<file path="src/sv/phbs_pkg.sv">
// Shared types and constants of the polynomial hash bucket set.
package phbs_pkg;
  localparam int MaxBuckets = 1024;
  localparam int SlotsPerBucket = 4;
  localparam int MaxKeyChars = 20;
  localparam int KeyWords = (MaxKeyChars + 7) / 8;
  localparam int BucketBits = $clog2(MaxBuckets);
  localparam int SlotBits = $clog2(SlotsPerBucket);
  localparam int FillBits = $clog2(SlotsPerBucket + 1);
  localparam int WordSelBits = $clog2(KeyWords);
  localparam int TotalSlots = MaxBuckets * SlotsPerBucket;
  localparam int TotalWords = TotalSlots * KeyWords;
  localparam int SlotAddrBits = $clog2(TotalSlots);
  localparam int WordAddrBits = $clog2(TotalWords);
  localparam int ByteCntBits = $clog2(MaxKeyChars + 1);

  localparam logic [1:0] StatusInserted = 2'd0;
  localparam logic [1:0] StatusHit = 2'd1;
  localparam logic [1:0] StatusMiss = 2'd2;
  localparam logic [1:0] StatusFull = 2'd3;

  localparam logic RegTableSize = 1'b0;
  localparam logic RegHashMultiplier = 1'b1;

  typedef struct packed {
    logic load;
    logic hash_step;
    logic mod_start;
    logic mod_step;
    logic fill_read;
    logic fill_write;
    logic slot_compare;
    logic key_write;
    logic done;
    logic clear_step;
  } phbs_cmd_t;

  typedef struct packed {
    logic hash_last;
    logic mod_last;
    logic is_search;
    logic bucket_full;
    logic slot_last;
    logic word_last;
    logic matched;
    logic clear_last;
  } phbs_stat_t;
endpackage

</file>
<file path="src/sv/phbs_ctrl.sv">
// Controller state machine for the hash bucket set.
module phbs_ctrl (
  input  logic                clk,
  input  logic                rst,
  input  logic                start,
  input  phbs_pkg::phbs_stat_t stat,
  output logic                busy,
  output phbs_pkg::phbs_cmd_t  cmd
);
  typedef enum logic [10:0] {
    S_CLEAR = 11'b00000000001,
    S_IDLE  = 11'b00000000010,
    S_HASH  = 11'b00000000100,
    S_MOD   = 11'b00000001000,
    S_FILLR = 11'b00000010000,
    S_FILLW = 11'b00000100000,
    S_DEC   = 11'b00001000000,
    S_WRITE = 11'b00010000000,
    S_RDREQ = 11'b00100000000,
    S_CMP   = 11'b01000000000,
    S_DONE  = 11'b10000000000
  } state_t;

  state_t state, state_next;

  always_ff @(posedge clk) begin
    if (rst) begin
      state <= S_CLEAR;
    end else begin
      state <= state_next;
    end
  end

  always_comb begin
    state_next = state;
    cmd = '0;
    unique case (state)
      S_CLEAR: begin
        cmd.clear_step = 1'b1;
        if (stat.clear_last) begin
          state_next = S_IDLE;
        end
      end
      S_IDLE: begin
        if (start) begin
          cmd.load = 1'b1;
          state_next = S_HASH;
        end
      end
      S_HASH: begin
        cmd.hash_step = 1'b1;
        if (stat.hash_last) begin
          state_next = S_MOD;
          cmd.mod_start = 1'b1;
        end
      end
      S_MOD: begin
        cmd.mod_step = 1'b1;
        if (stat.mod_last) begin
          state_next = S_FILLR;
        end
      end
      S_FILLR: begin
        cmd.fill_read = 1'b1;
        state_next = S_FILLW;
      end
      S_FILLW: begin
        state_next = S_DEC;
      end
      S_DEC: begin
        if (!stat.is_search) begin
          if (stat.bucket_full) begin
            state_next = S_DONE;
          end else begin
            cmd.fill_write = 1'b1;
            state_next = S_WRITE;
          end
        end else if (stat.slot_last) begin
          state_next = S_DONE;
        end else begin
          state_next = S_RDREQ;
        end
      end
      S_WRITE: begin
        cmd.key_write = 1'b1;
        if (stat.word_last) begin
          state_next = S_DONE;
        end
      end
      S_RDREQ: begin
        state_next = S_CMP;
      end
      S_CMP: begin
        cmd.slot_compare = 1'b1;
        if (stat.matched) begin
          state_next = S_DONE;
        end else begin
          state_next = S_DEC;
        end
      end
      S_DONE: begin
        cmd.done = 1'b1;
        state_next = S_IDLE;
      end
      default: state_next = S_IDLE;
    endcase
  end

  assign busy = (state != S_IDLE);
endmodule

</file>
<file path="config.mk">
export PLATFORM = sky130hd
export DESIGN_NAME = phbs_ctrl
export DESIGN_NICKNAME = d
export VERILOG_FILES = /design/src/sv/phbs_pkg.sv /design/src/sv/phbs_ctrl.sv
export SDC_FILE = /design/constraint.sdc
export NUM_CORES = 1
export LEC_CHECK = 0
export ABC_CLOCK_PERIOD_IN_PS = 1500
export BUFFER_PORTS_ARGS = -buffer_cell sky130_fd_sc_hd__buf_2
export CAP_MARGIN = 20
export CELL_PAD_IN_SITES_DETAIL_PLACEMENT = 0
export CELL_PAD_IN_SITES_GLOBAL_PLACEMENT = 1
export CORE_MARGIN = 2
export CORE_UTILIZATION = 33
export DETAILED_ROUTE_END_ITERATION = 8
export GPL_TIMING_DRIVEN = 0
export HOLD_SLACK_MARGIN = 0.05
export PLACE_DENSITY_LB_ADDON = 0.1
export SYNTH_ARGS = -nofsm -noshare
export SYNTH_HDL_FRONTEND = slang
export SYNTH_SLANG_ARGS = --single-unit
</file>
<file path="constraint.sdc">
create_clock -name clk -period 1.5 [get_ports clk]
set_input_delay 0.3 -clock clk [delete_from_list [all_inputs] [get_ports clk]]
set_output_delay 0.3 -clock clk [all_outputs]
set_load 0.005 [all_outputs]
</file>
==> results.yml, run 1 <==
critical_path:
  cp-start-kind: "flop"
  crit_type: "flop to output port"
  cp.arrival_ps: 1690
  critPathCaptureType: "output port"
  crit_fanout: 3
  cp.required_ps: 1200
floorplanning:
  num_rows: 18
  die_x_um: 53.87
  design.core.area_mm2: 0.002410
  start_util: 0.3406
  die_area_mm2: 0.002902
  ios: 22
  die_y_um: 53.87
sta:
  rsz0062_at_grt: "true"
  period_share: 1.328
  fmax_mhz: 501.9
  fin_skew_ps: 0.4151
  drv_slew: 0
  fin_tns_setup_ps: -5604
  relSlewSlack: 0.7450
  period_needed_ps: 1992
  final-hold-violation-count: 0
  tightest_slew_ps: 379.9
  finalWorstSetupSlack_ps: -492.3
  finalSetupViolCount: 16
cells_and_area:
  nets: 160
  largest_registers: "state: 11 flops"
  insertedDiodeCount: 0
  top_register: "state"
  drive_gt1_frac: 0.5878
  seqCellArea_um2: 236.5
  final_area_mm2: 0.001343
  areaGrowthSynthToFinish_pct: 63.57
  mostFrequentLayoutCells: "buf_2, buf_4, nor2_1"
  final_common_cell: "buf_2"
  n_fill_cell: 217
  largest_register_ffs: 11
  multi_input_comb_area_um2: 676.9
  stdcell_count: 178
grt:
  grtUsageTotal: 0.1671
  antenna_found_initial: 0
  grt_pass1_vias: 793
  grt_pass1_wl_um: 3525
  grt_max_degree: 11
  grt.overflow.total: 0
logic_synthesis:
  netlist.area_leader.share: 0.2683
  ys_seq_area_frac: 0.2683
  synth_nets: 112
  synthTopCellsByArea: "dfxtp_1, nor4_4, nor3b_1"
  syn_area_um2: 820.8
  synth_area_per_cell_um2: 8.127
  synth_top_cell_by_area: "dfxtp_1"
  ys_ff_latch: 11
  synthArstFlopShare: 0
  ys_warn_count: 0
  ys_types: 36
  synth_edf_count: 0
  netlist_instances: 101
  synth_ff_type: "dfxtp_1"
clock_tree:
  cts_tree: "done"
  insertion_delay_ps: 260
  clkTransAtPathRegs_ps: 70
  hold_buffers: 0
  cts-root-buf: "clkbuf_4"
  clockBufferDepth: 2
  cts_buffers: 3
  cts.sinks: 11
  cts_max_level: 1
routing:
  dr.first_iter.drc_count: 10
  vias: 909
  routed_wl_um: 2476
  drc: 0
  final_antenna_net_count: 0
  first_pass_iters: 4
  wl_per_cell_um: 13.91
  viasPerCell: 5.107
place:
  port_buffers: 21
  placed_cells: 152
  hpwl_um: 1576
  routabilityCongestion: 0.6967
  placed_area_mm2: 0.001007
power_and_ir_drop:
  vdd_drop_max_mv: 0.4296
  total_leakage_power_nw: 0.5804
  p_per_area_mw_per_mm2: 588.6
  power_mw: 0.7903
run:
  maxCapViolCount: 0
run_status:
  status: "finished with violations"
  violations: "setup timing"
min_path:
  hold_class: "input pin to flop"
[layer usage]
layer | vias to the layer above | track usage | share of wire
met2 | 23 | 0.2480 | 0.46
li1 | 457 | - | -
met1 | 423 | 0.2424 | 0.47
met5 | - | 0 | 0
met3 | 6 | 0.02222 | 0.046
met4 | 0 | 0.06410 | 0.019
[critical path, cell delays in order (launching register included)]
cell and delay [ps]:
dfxtp_4 350, nor4_4 370, nand3b_4 130, or3_4 400, nor2_2 70, buf_2 110
[report_power, final]
group	switching, mW	internal, mW	total [mW]
Combinational	0.140	0.142	0.282
Sequential	0.0140	0.299	0.313
Clock	0.0925	0.103	0.195
Total	0.247	0.543	0.790
[synthesized netlist by cell type, types with 2 or more instances]
cell type / n
nor2_1: 12
dfxtp_1: 11
nor3b_1: 8
inv_1: 7
nand3_1: 6
nor3_1: 6
and2_1: 4
nand2_1: 4
o21ai_0: 4
a21oi_1: 3
nor4_4: 3
a211oi_1: 2
and4_1: 2
and4b_1: 2
buf_2: 2
buf_6: 2
o21a_1: 2
o21ai_1: 2
xor2_1: 2
[cells by family (layout without fill, tap and decap cells)]
family          count (synthesis)  count (layout)  synth area share
buf+inv                        13              60           0.08537
xor+xnor                        2               2           0.02135
flops                          11              11            0.2683
compound gates                 18              18            0.1479
simple gates                   56              56            0.4650
mux                             1               1           0.01220
[final cells by class]
type                            instances  area share
Inverter                                7     0.01957
Tap cell                               30     0.02796
Timing Repair Buffer                   45      0.2265
Buffer                                  4     0.02610
Clock buffer                            4     0.01957
Sequential cell                        11      0.1761
Multi-Input combinational cell         77      0.5042
[per-stage QoR]
stage	setup WS, ps	util	hold slack [ps]
3_5_place_dp	-266.1	0.4180	481.4
6_report	-492.3	0.5571	207.3
5_1_grt	-567.5	0.5571	203.8
4_1_cts	-474.7	0.4881	198.9
3_3_place_gp	-255.4	0.4180	477.8
2_1_floorplan	-94.85	-	369.3
[final timing paths]
kind | startpoint | end | slack [ps] | cells after the start
worst max register to register | state[8] | state[1] | -390 | 8
worst max-delay path | state[8] | cmd[9] | -490 | 5
worst min register to register | state[5] | state[5] | 660 | 2
worst min-delay path | stat[3] | state[8] | 210 | 2
[what timing repair did]
| item | CTS | global route |
|---|---|---|
| resized for setup | 11 | 27 |
| endpoints found under the setup margin | 17 | 19 |
| pin swaps | 10 | 14 |
| endpoints found under the hold margin | 0 | 0 |
| gates cloned | 0 | 1 |
| buffers inserted | 12 | 13 |
No activity file was read; power rests on OpenSTA's default activity.
==> run 2, diff against run 1 <==
Settings changed: PLACE_DENSITY_LB_ADDON 0.1 to 0.15.
==> results.yml, run 2 (synthesis results as in run 1) <==
run_status:
  status: "finished with violations"
  violations: "setup timing"
critical_path:
  cp-start-kind: "flop"
  crit_path_start: "state[8]"
  endpoint: "cmd[9]"
  critPathCaptureType: "output port"
  r2r-start: "state[8]"
  reg2regPathDepth: 7
  cp.required_ps: 1200
  r2r_end: "state[1]"
  r2r_setup_slack_ps: -170
  cp.arrival_ps: 1630
  crit_type: "flop to output port"
  crit_fanout: 3
sta:
  tightest_slew_ps: 301.9
  relSlewSlack: 0.7972
  rsz0062_at_grt: "true"
  period_needed_ps: 1929
  finalWorstSetupSlack_ps: -429.1
  fin_skew_ps: 3.335
  drv_slew: 0
  fin_tns_setup_ps: -4376
  finalSetupViolCount: 15
  fmax_mhz: 518.4
  final-hold-violation-count: 0
  period_share: 1.286
  holdWs_ps: 193.3
clock_tree:
  cts_max_level: 1
  cts.sinks: 11
  insertion_delay_ps: 270
  clockBufferDepth: 2
  cts-root-buf: "clkbuf_4"
  cts_tree: "done"
  hold_buffers: 0
  cts_buffers: 3
  clkTransAtPathRegs_ps: 60
cells_and_area:
  n_fill_cell: 211
  finish.utilization: 0.5566
  nets: 159
  final_common_cell: "buf_4"
  mostFrequentLayoutCells: "buf_4, buf_2, nor2_1"
  insertedDiodeCount: 0
  stdcell_count: 177
  largest_register_ffs: 11
  areaGrowthSynthToFinish_pct: 63.42
  largest_registers: "state: 11 flops"
  top_register: "state"
  drive_gt1_frac: 0.5782
  final_area_mm2: 0.001341
floorplanning:
  design.core.area_mm2: 0.002410
  die_x_um: 53.87
  ios: 22
  die_y_um: 53.87
  num_rows: 18
  die_area_mm2: 0.002902
  start_util: 0.3406
routing:
  first_pass_iters: 4
  vias: 922
  viasPerCell: 5.209
  routed_wl_um: 2449
  final_antenna_net_count: 0
  drc: 0
  dr.first_iter.drc_count: 12
  wl_per_cell_um: 13.84
place:
  placed_cells: 152
  hpwl_um: 1506
  routabilityCongestion: 0.7282
  port_buffers: 21
  place_ws_ps: -275.1
  placed_area_mm2: 0.001007
grt:
  grt.overflow.total: 0
  grt_pass1_vias: 879
  antenna_found_initial: 0
  grt_max_degree: 11
  grtUsageTotal: 0.1822
  grt_pass1_wl_um: 3898
power_and_ir_drop:
  vdd_drop_max_mv: 0.4328
  power_mw: 0.7963
  total_leakage_power_nw: 0.5873
  p_per_area_mw_per_mm2: 593.7
min_path:
  hold_class: "input pin to flop"
run:
  maxCapViolCount: 0
## run 2: worst min-delay path by stage
stage          depth (start not counted)  startpoint       end
2_1_floorplan                          1     stat[3]  state[8]
3_3_place_gp                           2     stat[3]  state[8]
3_5_place_dp                           2     stat[3]  state[8]
4_1_cts                                2     stat[3]  state[8]
5_1_grt                                2     stat[3]  state[8]
6_report                               2     stat[3]  state[8]
## run 2: worst max-delay path: stages, from the launching register on
cell	delay [ps]
dfxtp_4	360
nor4_4	350
nand3b_4	120
or3_4	350
nor2_2	70
buf_2	100
## run 2: area by class of cell
cell class	count	area, µm²	area share
clock buffers	4	26.28	0.01959
well taps	30	37.54	0.02798
repair buffers	46	319.1	0.2379
inverters	7	26.28	0.01959
flip-flops and latches	11	240.2	0.1791
plain buffers	2	21.27	0.01586
multi-input cells	77	670.6	0.5000
## run 2: what timing repair did
item | 4_1_cts | 5_1_grt
setup buffers | 19 | 9
setup endpoints to repair | 16 | 19
resized for setup | 27 | 11
pin swaps | 12 | 12
## run 2: power by group
part | internal, mW | switching (mW) | total [mW]
clock network | 0.103 | 0.0982 | 0.201
registers | 0.301 | 0.0134 | 0.314
logic | 0.140 | 0.141 | 0.281
## run 2: per-layer routing
layer	up-vias	routed length [µm]	track usage
li1	459	-	-
met1	436	1096	0.2479
met2	23	1207	0.2947
met3	4	115	0.01667
met4	0	29	0.07265
met5	-	0	0
==> run 3, diff against run 2 <==
Settings changed: PLACE_DENSITY set to 0.83, PLACE_DENSITY_LB_ADDON 0.15 to unset.
==> results.yml, run 3 (synthesis results as in run 1) <==
run_status:
  status: "finished with violations"
  violations: "setup timing"
clock_tree:
  cts_buffers: 3
  hold_buffers: 0
  clkTransAtPathRegs_ps: 70
  clockBufferDepth: 2
  cts_max_level: 1
  cts_tree: "done"
  cts-root-buf: "clkbuf_4"
  cts.sinks: 11
  insertion_delay_ps: 270
critical_path:
  cp.arrival_ps: 1680
  critPathCaptureType: "output port"
  worstPathCellList: "nor4_4 > nand3b_4 > or3_4 > nor2_2 > buf_2"
  r2r_setup_slack_ps: -420
  worst-path-buf-inv: 1
  cpPeakStageDelay_ps: 370
  cp-start-kind: "flop"
  crit_type: "flop to output port"
  crit_fanout: 3
  cp.required_ps: 1200
  slowest_stage: "nor4_4"
  critical-path-top-delay-family: "simple AND/OR/NAND/NOR gates"
cells_and_area:
  insertedDiodeCount: 0
  mostFrequentLayoutCells: "buf_2, buf_4, nor2_1, buf_6, inv_1"
  drive_gt1_frac: 0.6267
  areaGrowthSynthToFinish_pct: 72.41
  largest_registers: "state: 11 flops"
  largest_register_ffs: 11
  nets: 162
  top_register: "state"
sta:
  tightest_slew_ps: 329.4
  fin_skew_ps: 1.986
  finalWorstSetupSlack_ps: -476.9
  final-hold-violation-count: 0
  fin_tns_setup_ps: -4908
  drv_slew: 0
  finalSetupViolCount: 16
  rsz0062_at_grt: "true"
  period_needed_ps: 1977
  fmax_mhz: 505.8
  relSlewSlack: 0.7788
  period_share: 1.318
routing:
  final_antenna_net_count: 0
  drc: 0
  wl_per_cell_um: 15.63
  dr.first_iter.drc_count: 42
  first_pass_iters: 5
  routed_wl_um: 2813
  viasPerCell: 5.294
  vias: 953
grt:
  grt_pass1_vias: 846
  grt_max_degree: 11
  grtUsageTotal: 0.1868
  antenna_found_initial: 0
  grt.overflow.total: 0
  grt_pass1_wl_um: 3884
place:
  place_ws_ps: -266.5
  port_buffers: 21
  routabilityCongestion: 0.7567
  hpwl_um: 1484
floorplanning:
  die_x_um: 53.87
  die_area_mm2: 0.002902
  ios: 22
  die_y_um: 53.87
  design.core.area_mm2: 0.002410
  start_util: 0.3406
  num_rows: 18
run:
  maxCapViolCount: 0
power_and_ir_drop:
  p_per_area_mw_per_mm2: 569.9
  total_leakage_power_nw: 0.6118
  vdd_drop_max_mv: 0.4973
min_path:
  hold_class: "input pin to flop"
==> run 3: timing repair <==
item | 4_1_cts | 5_1_grt
pin swaps | 12 | 18
setup endpoints to repair | 17 | 19
setup buffers | 22 | 9
gates resized for setup | 32 | 22
==> run 3: report_power, final <==
| part | leakage (nW) | switching, mW | internal [mW] |
|---|---|---|---|
| clock | 0.0177 | 0.109 | 0.0988 |
| sequential | 0.0949 | 0.0145 | 0.297 |
| combinational | 0.499 | 0.150 | 0.137 |
| total | 0.612 | 0.273 | 0.533 |
==> run 3: through the flow <==
stage | instance area [µm²] | power, mW | utilization | hold slack, ps | std cells
after floorplan | 864.6 | 0.4468 | - | 369.3 | 101
final | 1415 | 0.8064 | 0.5872 | 201.0 | 180
after CTS | 1296 | 0.7780 | 0.5379 | 190.3 | 175
after global routing | 1415 | 0.8512 | 0.5872 | 201.5 | 180
after detailed placement | 1007 | 0.5028 | 0.4180 | 480.0 | 152
after global placement | 1007 | 0.5007 | 0.4180 | 475.5 | 152
==> run 3: path summary, 6_finish.rpt <==
check             startpoint  endpoint  depth (start not counted)
setup / recovery    state[8]    cmd[9]                          5
hold / removal       stat[3]  state[8]                          2
setup reg to reg    state[8]  state[1]                          8
hold reg to reg     state[3]  state[3]                          3
==> run 3: layer usage <==
metal | global-route usage | wire length, µm | part of all wire | vias up
li1 | - | - | - | 461
met3 | 0.03889 | 102 | 0.036 | 8
met1 | 0.2449 | 1198 | 0.43 | 450
met4 | 0.04274 | 61 | 0.022 | 0
met2 | 0.3130 | 1450 | 0.52 | 34
met5 | 0 | 0 | 0 | -
==> run 3: cell type report <==
type | instances | area [µm²]
well taps | 30 | 37.54
clock buffers | 3 | 22.52
fillers | 198 | 994.7
flip-flops and latches | 11 | 246.5
multi-input cells | 77 | 703.2
repair buffers | 49 | 351.6
inverters | 7 | 26.28
clock inverters | 1 | 5.005
plain buffers | 2 | 22.52
